--- config.mk ---
export PLATFORM = sky130hd
export DESIGN_NAME = crc8_command_frame_checker_core
export DESIGN_NICKNAME = d
export VERILOG_FILES = /design/src/hdl/crc8cfc_pkg.sv /design/src/hdl/crc8_command_frame_checker_core.sv
export SDC_FILE = /design/constraint.sdc
export NUM_CORES = 1
export LEC_CHECK = 0
export BUFFER_PORTS_ARGS = -buffer_cell sky130_fd_sc_hd__buf_2
export CAP_MARGIN = 20
export CORE_MARGIN = 4
export CORE_UTILIZATION = 30
export CTS_CLUSTER_DIAMETER = 100
export DETAILED_ROUTE_END_ITERATION = 12
export PLACE_DENSITY = 0.51
export SETUP_SLACK_MARGIN = 0.4
export SYNTH_ARGS = -nofsm -noshare
export SYNTH_HDL_FRONTEND = slang
export SYNTH_SLANG_ARGS = --single-unit
--- constraint.sdc ---
create_clock -name clk -period 4.5 [get_ports clk]
set_input_delay 0.225 -clock clk [delete_from_list [all_inputs] [get_ports clk]]
set_output_delay 0.225 -clock clk [all_outputs]
set_load 0.02 [all_outputs]
--- src/hdl/crc8cfc_pkg.sv ---
package crc8cfc_pkg;

  localparam logic [7:0] CRC_POLY       = 8'h31;
  localparam logic [7:0] CRC_INIT       = 8'h00;
  localparam logic [7:0] CRC_MSB        = 8'h80;
  localparam logic [7:0] HEADER_DEFAULT = 8'hAA;
  localparam logic [8:0] POS_MAX        = 9'd511;
  localparam logic [8:0] PAYLOAD_START  = 9'd3;

  // frame status codes
  localparam logic [2:0] ST_OK        = 3'd0;
  localparam logic [2:0] ST_NOT_BIN   = 3'd1;
  localparam logic [2:0] ST_SHORT     = 3'd2;
  localparam logic [2:0] ST_TRUNCATED = 3'd3;
  localparam logic [2:0] ST_CRC_BAD   = 3'd4;

  // crc check outcome
  localparam logic [1:0] VERDICT_NONE = 2'd0;
  localparam logic [1:0] VERDICT_OK   = 2'd1;
  localparam logic [1:0] VERDICT_BAD  = 2'd2;

  // result kinds
  localparam logic KIND_PAYLOAD = 1'b0;
  localparam logic KIND_STATUS  = 1'b1;

  typedef struct packed {
    logic       kind;
    logic [7:0] data;
    logic [7:0] index;
    logic [7:0] length;
    logic [2:0] status;
  } result_t;

  // one byte of crc-8, msb first
  function automatic logic [7:0] crc8_byte(input logic [7:0] crc, input logic [7:0] b);
    logic [7:0] c;
    c = crc ^ b;
    for (int k = 0; k < 8; k++) begin
      if ((c & CRC_MSB) != 8'h00) begin
        c = (c << 1) ^ CRC_POLY;
      end else begin
        c = c << 1;
      end
    end
    return c;
  endfunction

endpackage

--- src/hdl/crc8_command_frame_checker_core.sv ---
// channel     | dir | tdata                        | tuser    | tlast
// s_axis      | in  | in_byte                      | -        | in_last
// m_axis      | out | out_byte, out_index,          | out_kind | -
//             |     | payload_length, frame_status |          |
// cfg         | in  | cfg_we / cfg_wdata write frame_header, no read-back
//
// one byte transfer is taken per cycle while s_axis_tready is high; its crc update,
// field capture and result are worked out in one pass of xor and compare logic
// into the result register, or into the skid register while m_axis is stalled
// rst is synchronous and active high: packet state cleared, frame_header to 0xaa
// a two-entry output stage (result register plus skid register) keeps
// s_axis_tready high while one result waits; it drops only when both hold data
module crc8_command_frame_checker_core (
  input  logic        clk,
  input  logic        rst,
  // configuration
  input  logic        cfg_we,
  input  logic [7:0]  cfg_wdata,      // frame_header
  // input byte stream
  input  logic        s_axis_tvalid,
  output logic        s_axis_tready,
  input  logic [7:0]  s_axis_tdata,   // [7:0] in_byte
  input  logic        s_axis_tlast,   // in_last
  // result stream
  output logic        m_axis_tvalid,
  input  logic        m_axis_tready,
  output logic [31:0] m_axis_tdata,   // [7:0] out_byte, [15:8] out_index,
                                      // [23:16] payload_length, [26:24] frame_status
  output logic        m_axis_tuser    // out_kind
);
  import crc8cfc_pkg::*;

  // configuration register
  logic [7:0] frame_header;

  // per-packet state
  logic [8:0] byte_position;
  logic [7:0] running_crc;
  logic [7:0] command_id;
  logic [7:0] declared_length;
  logic       header_matched;
  logic [1:0] crc_verdict;

  // output stage
  logic    out_valid;
  result_t out_data;
  logic    skid_valid;
  result_t skid_data;

  logic       in_fire;
  logic [7:0] crc_step;
  logic [8:0] crc_pos;
  logic       is_payload;
  logic       header_now;
  logic [7:0] command_now;
  logic [7:0] length_now;
  logic [1:0] verdict_now;
  logic [2:0] status_now;
  logic       produce;
  result_t    res;

  logic [8:0] byte_position_next;
  logic [7:0] running_crc_next;

  assign s_axis_tready = !skid_valid;
  assign in_fire       = s_axis_tvalid && s_axis_tready;

  assign crc_step = crc8_byte(running_crc, s_axis_tdata);
  assign crc_pos  = PAYLOAD_START + {1'b0, declared_length};

  // field capture as seen by this byte, including its own contribution
  always_comb begin
    header_now  = header_matched;
    command_now = command_id;
    length_now  = declared_length;
    verdict_now = crc_verdict;
    is_payload  = 1'b0;
    running_crc_next = running_crc;
    if (byte_position == 9'd0) begin
      header_now       = (s_axis_tdata == frame_header);
      running_crc_next = crc_step;
    end else if (byte_position == 9'd1) begin
      command_now      = s_axis_tdata;
      running_crc_next = crc_step;
    end else if (byte_position == 9'd2) begin
      length_now       = s_axis_tdata;
      running_crc_next = crc_step;
    end else if (byte_position < crc_pos) begin
      is_payload       = 1'b1;
      running_crc_next = crc_step;
    end else if (byte_position == crc_pos) begin
      verdict_now = (s_axis_tdata == running_crc) ? VERDICT_OK : VERDICT_BAD;
    end
  end

  // saturating byte count
  assign byte_position_next = (byte_position != POS_MAX) ? byte_position + 9'd1
                                                         : byte_position;

  // status priority: not binary, short, truncated, crc mismatch
  always_comb begin
    if (!header_now) begin
      status_now = ST_NOT_BIN;
    end else if (byte_position < PAYLOAD_START) begin
      status_now = ST_SHORT;
    end else if (verdict_now == VERDICT_NONE) begin
      status_now = ST_TRUNCATED;
    end else if (verdict_now == VERDICT_BAD) begin
      status_now = ST_CRC_BAD;
    end else begin
      status_now = ST_OK;
    end
  end

  // a last byte gives only the report, even inside the payload
  always_comb begin
    if (s_axis_tlast) begin
      res.kind   = KIND_STATUS;
      res.data   = command_now;
      res.index  = 8'd0;
      res.length = length_now;
      res.status = status_now;
    end else begin
      res.kind   = KIND_PAYLOAD;
      res.data   = s_axis_tdata;
      res.index  = 8'(byte_position - PAYLOAD_START);
      res.length = declared_length;
      res.status = ST_OK;
    end
  end

  assign produce = in_fire && (s_axis_tlast || (is_payload && header_matched));

  always_ff @(posedge clk) begin
    if (rst) begin
      frame_header <= HEADER_DEFAULT;
    end else if (cfg_we) begin
      frame_header <= cfg_wdata;
    end
  end

  // packet state, cleared after the last byte
  always_ff @(posedge clk) begin
    if (rst) begin
      byte_position   <= 9'd0;
      running_crc     <= CRC_INIT;
      command_id      <= 8'd0;
      declared_length <= 8'd0;
      header_matched  <= 1'b0;
      crc_verdict     <= VERDICT_NONE;
    end else if (in_fire) begin
      if (s_axis_tlast) begin
        byte_position   <= 9'd0;
        running_crc     <= CRC_INIT;
        command_id      <= 8'd0;
        declared_length <= 8'd0;
        header_matched  <= 1'b0;
        crc_verdict     <= VERDICT_NONE;
      end else begin
        byte_position   <= byte_position_next;
        running_crc     <= running_crc_next;
        command_id      <= command_now;
        declared_length <= length_now;
        header_matched  <= header_now;
        crc_verdict     <= verdict_now;
      end
    end
  end

  // result register with skid behind it; skid drains first to keep order
  always_ff @(posedge clk) begin
    if (rst) begin
      out_valid  <= 1'b0;
      skid_valid <= 1'b0;
    end else if (!out_valid || m_axis_tready) begin
      if (skid_valid) begin
        out_valid  <= 1'b1;
        skid_valid <= 1'b0;
      end else begin
        out_valid <= produce;
      end
    end else if (produce) begin
      skid_valid <= 1'b1;
    end
  end

  always_ff @(posedge clk) begin
    if (!out_valid || m_axis_tready) begin
      out_data <= skid_valid ? skid_data : res;
    end else if (produce) begin
      skid_data <= res;
    end
  end

  assign m_axis_tvalid = out_valid;
  assign m_axis_tuser  = out_data.kind;
  assign m_axis_tdata  = {5'd0, out_data.status, out_data.length,
                          out_data.index, out_data.data};

endmodule

Yosys cells after proc, flatten, opt, wreduce, memory -nomap -nowiden
Cells that the tools add are included.
- flip-flop bits (word level): 102
- output and inout bits: 35
- logic and storage cells: 98
- add/sub/neg operators: 3
- order comparisons: 2
- eq/ne operators: 7
- muxes and demuxes: 42
- bitwise operators: 10
- reductions and logical operators: 15
- operators with widths (operator ; count):
    2-to-1 mux 8 bit ; 12
    2-to-1 mux 28 bit ; 2
    2-to-1 mux 6 bit ; 8
    NOT 3 bit ; 8
    2-to-1 mux 9 bit ; 2
    equality test 8 bit ; 2
    2-to-1 mux 2 bit ; 7
    2-to-1 mux 3 bit ; 4
    adder 2 x 8 -> 9 bit (first input constant) ; 1
    adder 9 x 1 -> 9 bit (second input constant) ; 1
    equality test 9 x 1 -> 1 bit (second input constant) ; 1
    equality test 9 x 2 -> 1 bit (second input constant) ; 1
    equality test 9 bit ; 1
    zero test 9 bit ; 1
    less-than comparator 9 x 2 -> 1 bit (second input constant) ; 1
    less-than comparator 9 bit ; 1
    inequality test 9 bit (second input constant) ; 1
    subtractor 8 x 2 -> 8 bit (second input constant) ; 1
    XOR 8 bit ; 1
    2-to-1 mux 1 bit ; 7
    AND reduction 2 bit ; 3
    nonzero test 5 bit ; 1
    logical AND 1 bit ; 3
    equality test 2 bit (second input constant) ; 1
    6 further kinds ; 8

Longest topological paths before layout
Gate-level depths: netlist (run 1).
- word-level depth: 22
- depth in mapped cells: 11

Worst setup path after synthesis (run 1)
OpenSTA, ideal clock, no wires.
- path type: register to register
- from: register declared_length[0]
- to: register skid_data[0] in the netlist's numbering, enable pin
- library setup time: 0.454 ns
- data arrival time: 4.141 ns
- required time: 4.046 ns
- setup slack: -0.095 ns
- stages on the path, launching flop included: 11
- buffers on the path: 0
- cell sequence: dfxtp_1 inv_1 ha_1 nor2_1 nand3_1 xor2_1 ha_1 nand4_1 o221ai_1 o31ai_1 nor3b_1
- longest elaborated chain between the ends: 10
- RTL lines (item ; RTL line ; text):
    start: declaration ; crc8_command_frame_checker_core.sv:40 ; logic [7:0] declared_length;
    start signal: assignment ; crc8_command_frame_checker_core.sv:163 ; declared_length <= length_now;
    adder 2 x 8 -> 9 bit ; crc8_command_frame_checker_core.sv:69 ; assign crc_pos = PAYLOAD_START + {1'b0, declared_length};
    less-than comparator 9 bit ; crc8_command_frame_checker_core.sv:88 ; end else if (byte_position < crc_pos) begin
    2-to-1 mux 1 bit ; crc8_command_frame_checker_core.sv:88 ;
    2-to-1 mux 1 bit ; crc8_command_frame_checker_core.sv:85 ; end else if (byte_position == 9'd2) begin
    2-to-1 mux 1 bit ; crc8_command_frame_checker_core.sv:82 ; end else if (byte_position == 9'd1) begin
    2-to-1 mux 1 bit ; crc8_command_frame_checker_core.sv:79 ; if (byte_position == 9'd0) begin
    logical AND 1 bit ; crc8_command_frame_checker_core.sv:132 ; assign produce = in_fire && (s_axis_tlast || (is_payload && header_matched));
    logical OR 1 bit ; crc8_command_frame_checker_core.sv:132 ;
    logical AND 1 bit ; crc8_command_frame_checker_core.sv:132 ;
    AND reduction 2 bit (no source line) ; -- ;
    end signal: assignment ; crc8_command_frame_checker_core.sv:191 ; skid_data <= res;
    end: declaration ; crc8_command_frame_checker_core.sv:48 ; result_t skid_data;
No other way between the ends.
A chain may end at the register's enable or synchronous reset.

Worst setup path after layout (run 1)
- from: register declared_length[0]
- to: register out_data (netlist bit m_axis_tdata[26]) (data pin)
- longest elaborated chain between the ends: 14
- elaborated cells on any way between the ends: 16
- classes of those cells: add/sub (1); order compare (1); eq/ne (2); mux (11); reduce/logical (1)
- RTL lines (item ; RTL line ; text):
    adder 2 x 8 -> 9 bit * ; crc8_command_frame_checker_core.sv:69 ;
    branches (longest 2 deep; another with less-than comparator 9 bit) ; -- ;
    2-to-1 mux 2 bit * ; crc8_command_frame_checker_core.sv:88 ;
    2-to-1 mux 2 bit * ; crc8_command_frame_checker_core.sv:85 ;
    2-to-1 mux 2 bit * ; crc8_command_frame_checker_core.sv:82 ;
    2-to-1 mux 2 bit * ; crc8_command_frame_checker_core.sv:79 ;
    equality test 2 bit ; crc8_command_frame_checker_core.sv:108 ; end else if (verdict_now == VERDICT_BAD) begin
    2-to-1 mux 3 bit ; crc8_command_frame_checker_core.sv:108 ;
    2-to-1 mux 3 bit * ; crc8_command_frame_checker_core.sv:106 ; end else if (verdict_now == VERDICT_NONE) begin
    2-to-1 mux 3 bit * ; crc8_command_frame_checker_core.sv:104 ; end else if (byte_position < PAYLOAD_START) begin
    2-to-1 mux 3 bit * ; crc8_command_frame_checker_core.sv:102 ; if (!header_now) begin
    2-to-1 mux 28 bit * ; crc8_command_frame_checker_core.sv:117 ; if (s_axis_tlast) begin
    2-to-1 mux 28 bit * ; crc8_command_frame_checker_core.sv:189 ; out_data <= skid_valid ? skid_data : res;
    end signal: assignment ; crc8_command_frame_checker_core.sv:189 ;
    end: declaration ; crc8_command_frame_checker_core.sv:46 ; result_t out_data;
Mark *: on every way between the ends.

==> run summary, run 1 <==
Leak Pwr: 2.15 nW
detailed-route DRC error count: 0
skew final: 0.00752 ns
#FFs+latches synth: 102
Congestion Overflow GR: 0
CTS max path bufs: 2
Yosys warning total: 0
antenna cells: 0
root buffer cell: clkbuf_16
Final Critical Period: 3.29 ns
dpl cell area: 5460 um^2
WL per Instance: 16.1 um
HP Class: in -> reg
postcts setup bufs: 0
Final Hold Viols: 0
cts hold-fix bufs: 0
placed wire-length estimate: 8160 um
hold slack: 0.0874 ns
synth unique cells: 54
Die X: 137 um
Via density: 4.96
Setup crit start kind: flip-flop
Hold Path Stages: 2
DP Cell Count: 707
status: completed
via count: 3583
buffers added on ports: 51
Fill cells: 1669
clk slew on worst S/H paths: 0.07 ns
vias in the first global route: 3418
max cap viols: 0
worst slew pin tran: 0.852 ns
worst vdd ir: 0.184 mV
CTS tree: built
CP Capture Type: flip-flop
sequential area share after synthesis: 0.518
first-iteration detailed-routing DRC count: 362
nets: 535
Period Utilization, post-route: 0.731
Total Wirelength: 11700 um
Synth area leaders: edfxtp_1, dfxtp_1, mux2_2
post-synth top area share: 0.335
hold path startpoint: cfg_wdata[7]
RSZ-0062 raised after global routing: false
Max-slew headroom: 0.432
fin util: 0.348
Placer Congestion: 0.825
initial antenna violation count: 0
clk_lat worst skew: 0.34 ns
H-tree levels: 3
Initial Util: 0.305
WHS Endpoint: frame_header[7]$_SDFFE_PP1P_
IO Count: 57
Worst Path Arrival: 3.35 ns
Cell Count, Final, Fillers Out: 723
CP Max Fanout: 8
Site Rows: 47
proportion of layout cells with a drive suffix above 1: 0.211
cells on worst reg2reg path: 11
first-pass GRT wire length: 18600 um
# setup viols final: 0
worst reg2reg startpoint: declared_length[0]$_SDFFE_PP0P_
All-Layer GR Usage: 0.126
Final Instance Area: 5730 um^2
Worst Path Class, Setup: reg -> reg
final setup TNS: 0 ns
Synth Instances: 456
clk sinks: 102
Synth area leader: edfxtp_1
pwr dens: 358 nW/um^2
synthesis-to-finish area growth: 14.2%
1st-pass router iterations: 5
Final Max Tran Viols: 0
antenna viol nets, final: 0
reg2reg end: m_axis_tdata[26]$_DFFE_PP_
area of the core: 16500 um^2
TritonCTS buffer count: 9
Post-Syn Area per Cell: 11.0 um^2
asr flop ratio synth: 0
Fmax: 304 MHz
most frequent cell after synthesis: edfxtp_1
predominant post-synthesis flop cell: edfxtp_1
die height: 137 um
largest net degree at the start of global routing: 44
Netlist Area Pre-Place: 5020 um^2
Post-synth top cells: edfxtp_1, nor2_1, dfxtp_1
DIE AREA: 18900 um^2
Req. time, crit path: 4.56 ns
Post-synth EDFFs: 56
Post-CTS Resized: 0
R2R setup slack: 1.21 ns
[cells in the final DEF (no fill, tap or decap), types with 2 or more instances in the layout]
cell,synthesis,layout
edfxtp_1,56,56
nor3_1,13,13
nand2b_1,5,5
o31ai_1,12,12
xor2_1,13,13
o21ai_0,9,9
or3_1,6,6
conb_1,1,5
a22oi_1,17,17
nand4_1,7,7
o2111ai_1,2,2
a21oi_1,17,17
clkbuf_16,0,9
dfxtp_1,46,46
mux2_2,34,34
buf_4,5,2
nand2_1,29,29
a21boi_0,2,2
o2bb2ai_1,3,3
buf_2,1,51
nor2_1,49,49
a32oi_1,3,3
nor4_1,2,2
inv_1,9,9
nand3_1,8,8
nor2b_1,8,8
mux2i_1,4,4
xnor2_1,30,30
a31oi_1,2,2
and3_1,2,2
nand3b_1,2,2
a211o_1,4,4
ha_1,15,15
or4_1,2,2
[state kept, by name (all words and copies together) (netlist names)]
register	count
crc_verdict	2
frame_header	8
m_axis_tdata	27
m_axis_tuser	1
declared_length	8
m_axis_tvalid	1
byte_position	9
command_id	8
skid_data	28
skid_valid	1
header_matched	1
running_crc	8
[critical path, stage by stage, from the launching register on]
cell	delay [ns]
dfxtp_1	0.41
inv_1	0.09
ha_1	0.22
nor2_1	0.24
nand3_1	0.13
xor2_1	0.16
ha_1	0.31
nand4_1	0.16
a211oi_1	0.53
o211ai_1	0.33
o21ai_0	0.33
o31ai_1	0.10
[per-layer routing]
layer  global-route usage  routed length [um]  up-vias
li1                     -                   -     1742
met1                0.179                5630     1739
met2                0.189                5210       83
met3               0.0237                 546       19
met4               0.0482                 282        0
met5                    0                   0        -
[metrics by stage]
stage	total power [W]	setup WS [ns]
2_1_floorplan	0.00128	0.899
3_3_place_gp	0.00135	1.41
3_5_place_dp	0.00135	1.24
4_1_cts	0.00207	1.22
5_1_grt	0.00215	0.860
6_report	0.00205	1.21
[report_power, final]
| part | total (W) | switching [W] | internal, W |
|---|---|---|---|
| Clock | 0.000720 | 0.000341 | 0.000379 |
| Combinational | 0.000291 | 0.000170 | 0.000121 |
| Sequential | 0.00104 | 0.0000191 | 0.00102 |
[logic make-up after synthesis]
group,count (synthesis),share of synthesized area
adder cells (fa/ha/maj),15,0.0374
flip-flops,102,0.518
AO/OA/AOI/OAI,83,0.117
other,1,0.000747
multiplexers,38,0.0842
XOR/XNOR,43,0.0750
AND/OR/NAND/NOR,139,0.134
buffers and inverters,35,0.0332
[cell type report]
| class | instances | area, um^2 | share of cell area |
|---|---|---|---|
| clock buffer | 10 | 229 | 0.0399 |
| clock inverter | 6 | 45.0 | 0.00786 |
| inverter | 9 | 33.8 | 0.00589 |
| multi-input combinational | 323 | 2280 | 0.397 |
| sequential | 102 | 2600 | 0.454 |
| tap | 220 | 275 | 0.0480 |
| timing repair buffer | 53 | 270 | 0.0471 |
[worst max-delay path by stage]
stage	end	slack, ns	cells after the start	start
after floorplan	skid_data[0]$_DFFE_PP_	0.90	10	declared_length[0]$_SDFFE_PP0P_
after global routing	m_axis_tdata[26]$_DFFE_PP_	0.86	11	declared_length[0]$_SDFFE_PP0P_
final	m_axis_tdata[26]$_DFFE_PP_	1.21	11	declared_length[0]$_SDFFE_PP0P_
after CTS	m_axis_tdata[24]$_DFFE_PP_	1.22	11	declared_length[0]$_SDFFE_PP0P_
after global placement	skid_data[20]$_DFFE_PP_	1.41	11	declared_length[0]$_SDFFE_PP0P_
after detailed placement	m_axis_tdata[24]$_DFFE_PP_	1.24	11	declared_length[0]$_SDFFE_PP0P_
Note: power is estimated with default switching activity, not from simulation.
==> run 2: changes to the inputs <==
ABC_AREA = 1   (was not set)
clock period = 2.7 ns   (was 4.5 ns; I/O delays follow)
==> run 2 against run 1 <==
Compared with the run above:
- setup slack got worse by 1.1 ns
- sequential share of layout area fell by 6.1 points
- die area is 8.3% higher
- synthesized cell count is 50% higher
- hold slack got worse by 0.078 ns
- flip-flop and latch count unchanged
- power is 73% higher
- clock power rose by 71%
- cell count up 37%
==> run summary, run 2 <==
status: completed
worst slew pin tran: 0.737 ns
DIE AREA: 20400 um^2
post-synth top area share: 0.308
Clk network pwr share: 0.349
Initial Util: 0.304
clk slew on worst S/H paths: 0.07 ns
CP most frequent cell: nand2_1
H-tree levels: 3
largest net degree at the start of global routing: 30
Highest Signal Layer: met4
area of the core: 18000 um^2
Site Rows: 49
predominant post-synthesis flop cell: edfxtp_1
Req. time, crit path: 2.76 ns
die height: 143 um
CTS tree: built
Via density: 4.51
worst vdd ir: 0.311 mV
HP Class: in -> reg
via count: 4447
asr flop ratio synth: 0
nets: 790
Synth area leader: edfxtp_1
Max-slew headroom: 0.507
max cap viols: 0
initial antenna violation count: 0
Fmax: 385 MHz
synth unique cells: 38
Setup crit start kind: flip-flop
Leak Pwr: 2.90 nW
#FFs+latches synth: 102
Net Sw Frac: 0.285
pwr dens: 533 nW/um^2
detailed-route DRC error count: 0
vias in the first global route: 4120
Post-synth top cells: nand2_1, inv_1, nor2_1
Total Wirelength: 13600 um
synthesis-to-finish area growth: 21.4%
Yosys warning total: 0
Final Hold Viols: 0
most frequent cell after synthesis: nand2_1
Die X: 143 um
clk sinks: 102
Placer Congestion: 0.863
crit path buf inv count: 5
Worst Path Arrival: 2.65 ns
P_sw: 0.00101 W
CTS max path bufs: 2
Metal-1 WL: 6930 um
root buffer cell: clkbuf_16
most frequent cells in the layout: nand2_1, inv_1, nor2_1
All-Layer GR Usage: 0.135
Internal: 0.00253 W
Critical Path Max Stage Delay: 0.35 ns
# setup viols final: 0
skew final: 0.00853 ns
antenna cells: 0
crit-path leading delay family: simple AND/OR/NAND/NOR gates
Largest register FFs: 28
antenna viol nets, final: 0
Crit-path slowest cell: dfxtp_2
clk_lat worst skew: 0.35 ns
Netlist Area Pre-Place: 5470 um^2
first-iteration detailed-routing DRC count: 298
Post-synth EDFFs: 56
met3 WL post-DR: 525 um
WL per Instance: 13.7 um
IO Count: 57
buffers added on ports: 51
Gate power share: 0.159
commonest non-fill, non-tap cell in the layout: nand2_1
CP Max Fanout: 22
sequential area share after synthesis: 0.476
Synth area leaders: edfxtp_1, dfxtp_1, nand2_1
CP cell instances: inv_2 -> ha_4 -> nor3_4 -> buf_4 -> nand4_1 -> ha_1 -> nand2_1 -> inv_1 -> nand2_1 -> nand2_1 -> nor2_1 -> nand2_1 -> inv_1 -> nand4_1 -> a21oi_4 -> buf_12
RSZ-0062 raised after global routing: true
fin util: 0.369
1st-pass router iterations: 5
met2 wire len: 5910 um
TritonCTS buffer count: 9
sequential share of power: 0.492
Period Utilization, post-route: 0.961
placed wire-length estimate: 9830 um
hold slack: 0.00986 ns
first-pass GRT wire length: 21700 um
Worst Path Class, Setup: reg -> reg
Synth Instances: 683
Final Critical Period: 2.59 ns
Biggest register: skid_data
Congestion Overflow GR: 0
Final Max Tran Viols: 0
CP Capture Type: flip-flop
proportion of layout cells with a drive suffix above 1: 0.211
Post-Syn Area per Cell: 8.00 um^2
-- run 2: cell count changes after synthesis, sizes merged, moves of 15 or more --
cell / delta
nand2: +165
o21ai: +34
mux2: -34
inv: +74
xnor2: -15
nand3: +39
nor2: +19
a22oi: -17
-- run 2: metrics by stage --
step	worst slack (ns)	setup TNS, ns	total power (W)	instances	area [um^2]
2_1_floorplan	-0.0635	-1.78	0.00215	687	5520
3_3_place_gp	0.0858	0	0.00229	956	6060
3_5_place_dp	0.0511	0	0.00229	956	6060
4_1_cts	0.0873	0	0.00355	982	6450
5_1_grt	-0.0473	-0.848	0.00372	987	6640
6_report	0.105	0	0.00354	987	6640
-- run 2: worst paths after layout --
check                                  start                           end  slack, ns  depth (start not counted)
max          declared_length[0]$_SDFFE_PP0P_        skid_data[8]$_DFFE_PP_       0.11                         16
min                             cfg_wdata[2]  frame_header[2]$_SDFFE_PP0P_       0.01                          3
max reg2reg  declared_length[0]$_SDFFE_PP0P_        skid_data[8]$_DFFE_PP_       0.11                         16
min reg2reg      crc_verdict[1]$_SDFFE_PP0P_   crc_verdict[1]$_SDFFE_PP0P_       0.47                          2
-- run 2: final cells by class --
cell class,count,area [um^2]
multi-input cells,471,2600
clock buffers,10,229
repair buffers,83,541
flip-flops and latches,102,2610
well taps,229,287
clock inverters,6,46.3
fillers,1863,11300
inverters,86,327
-- run 2: power by group through the flow --
stage | sequential, W | combinational, W | clock (W)
after floorplan | 0.00182 | 0.000332 | 0
after global placement | 0.00177 | 0.000521 | 0
after detailed placement | 0.00177 | 0.000520 | 0
after CTS | 0.00174 | 0.000532 | 0.00129
after global routing | 0.00175 | 0.000633 | 0.00134
final | 0.00174 | 0.000564 | 0.00123
-- run 2: tightest hold or removal path: stages --
cell	delay, ns
buf_2	0.07
nor2_1	0.03
nor2_1	0.08
-- run 2: repair_timing --
action	CTS	global route
endpoints found under the hold margin	5	0
pin swaps	2	17
buffers inserted	5	5
endpoints found under the setup margin	47	62
gates resized for setup	8	43
hold buffers	5	0
-- run 2: kinds of logic after synthesis --
logic type | Yosys count | synth area share
adder cells (fa/ha/maj) | 15 | 0.0343
XOR/XNOR | 29 | 0.0465
other | 1 | 0.000686
AND/OR/NAND/NOR | 337 | 0.273
AO/OA/AOI/OAI | 85 | 0.0847
flip-flops | 102 | 0.476
buffers and inverters | 114 | 0.0849
-- run 2: routing by layer --
metal / vias up / track usage
met4: 0 / 0.0390
li1: 2353 / -
met3: 16 / 0.0271
met2: 78 / 0.199
met5: - / 0
met1: 2000 / 0.201
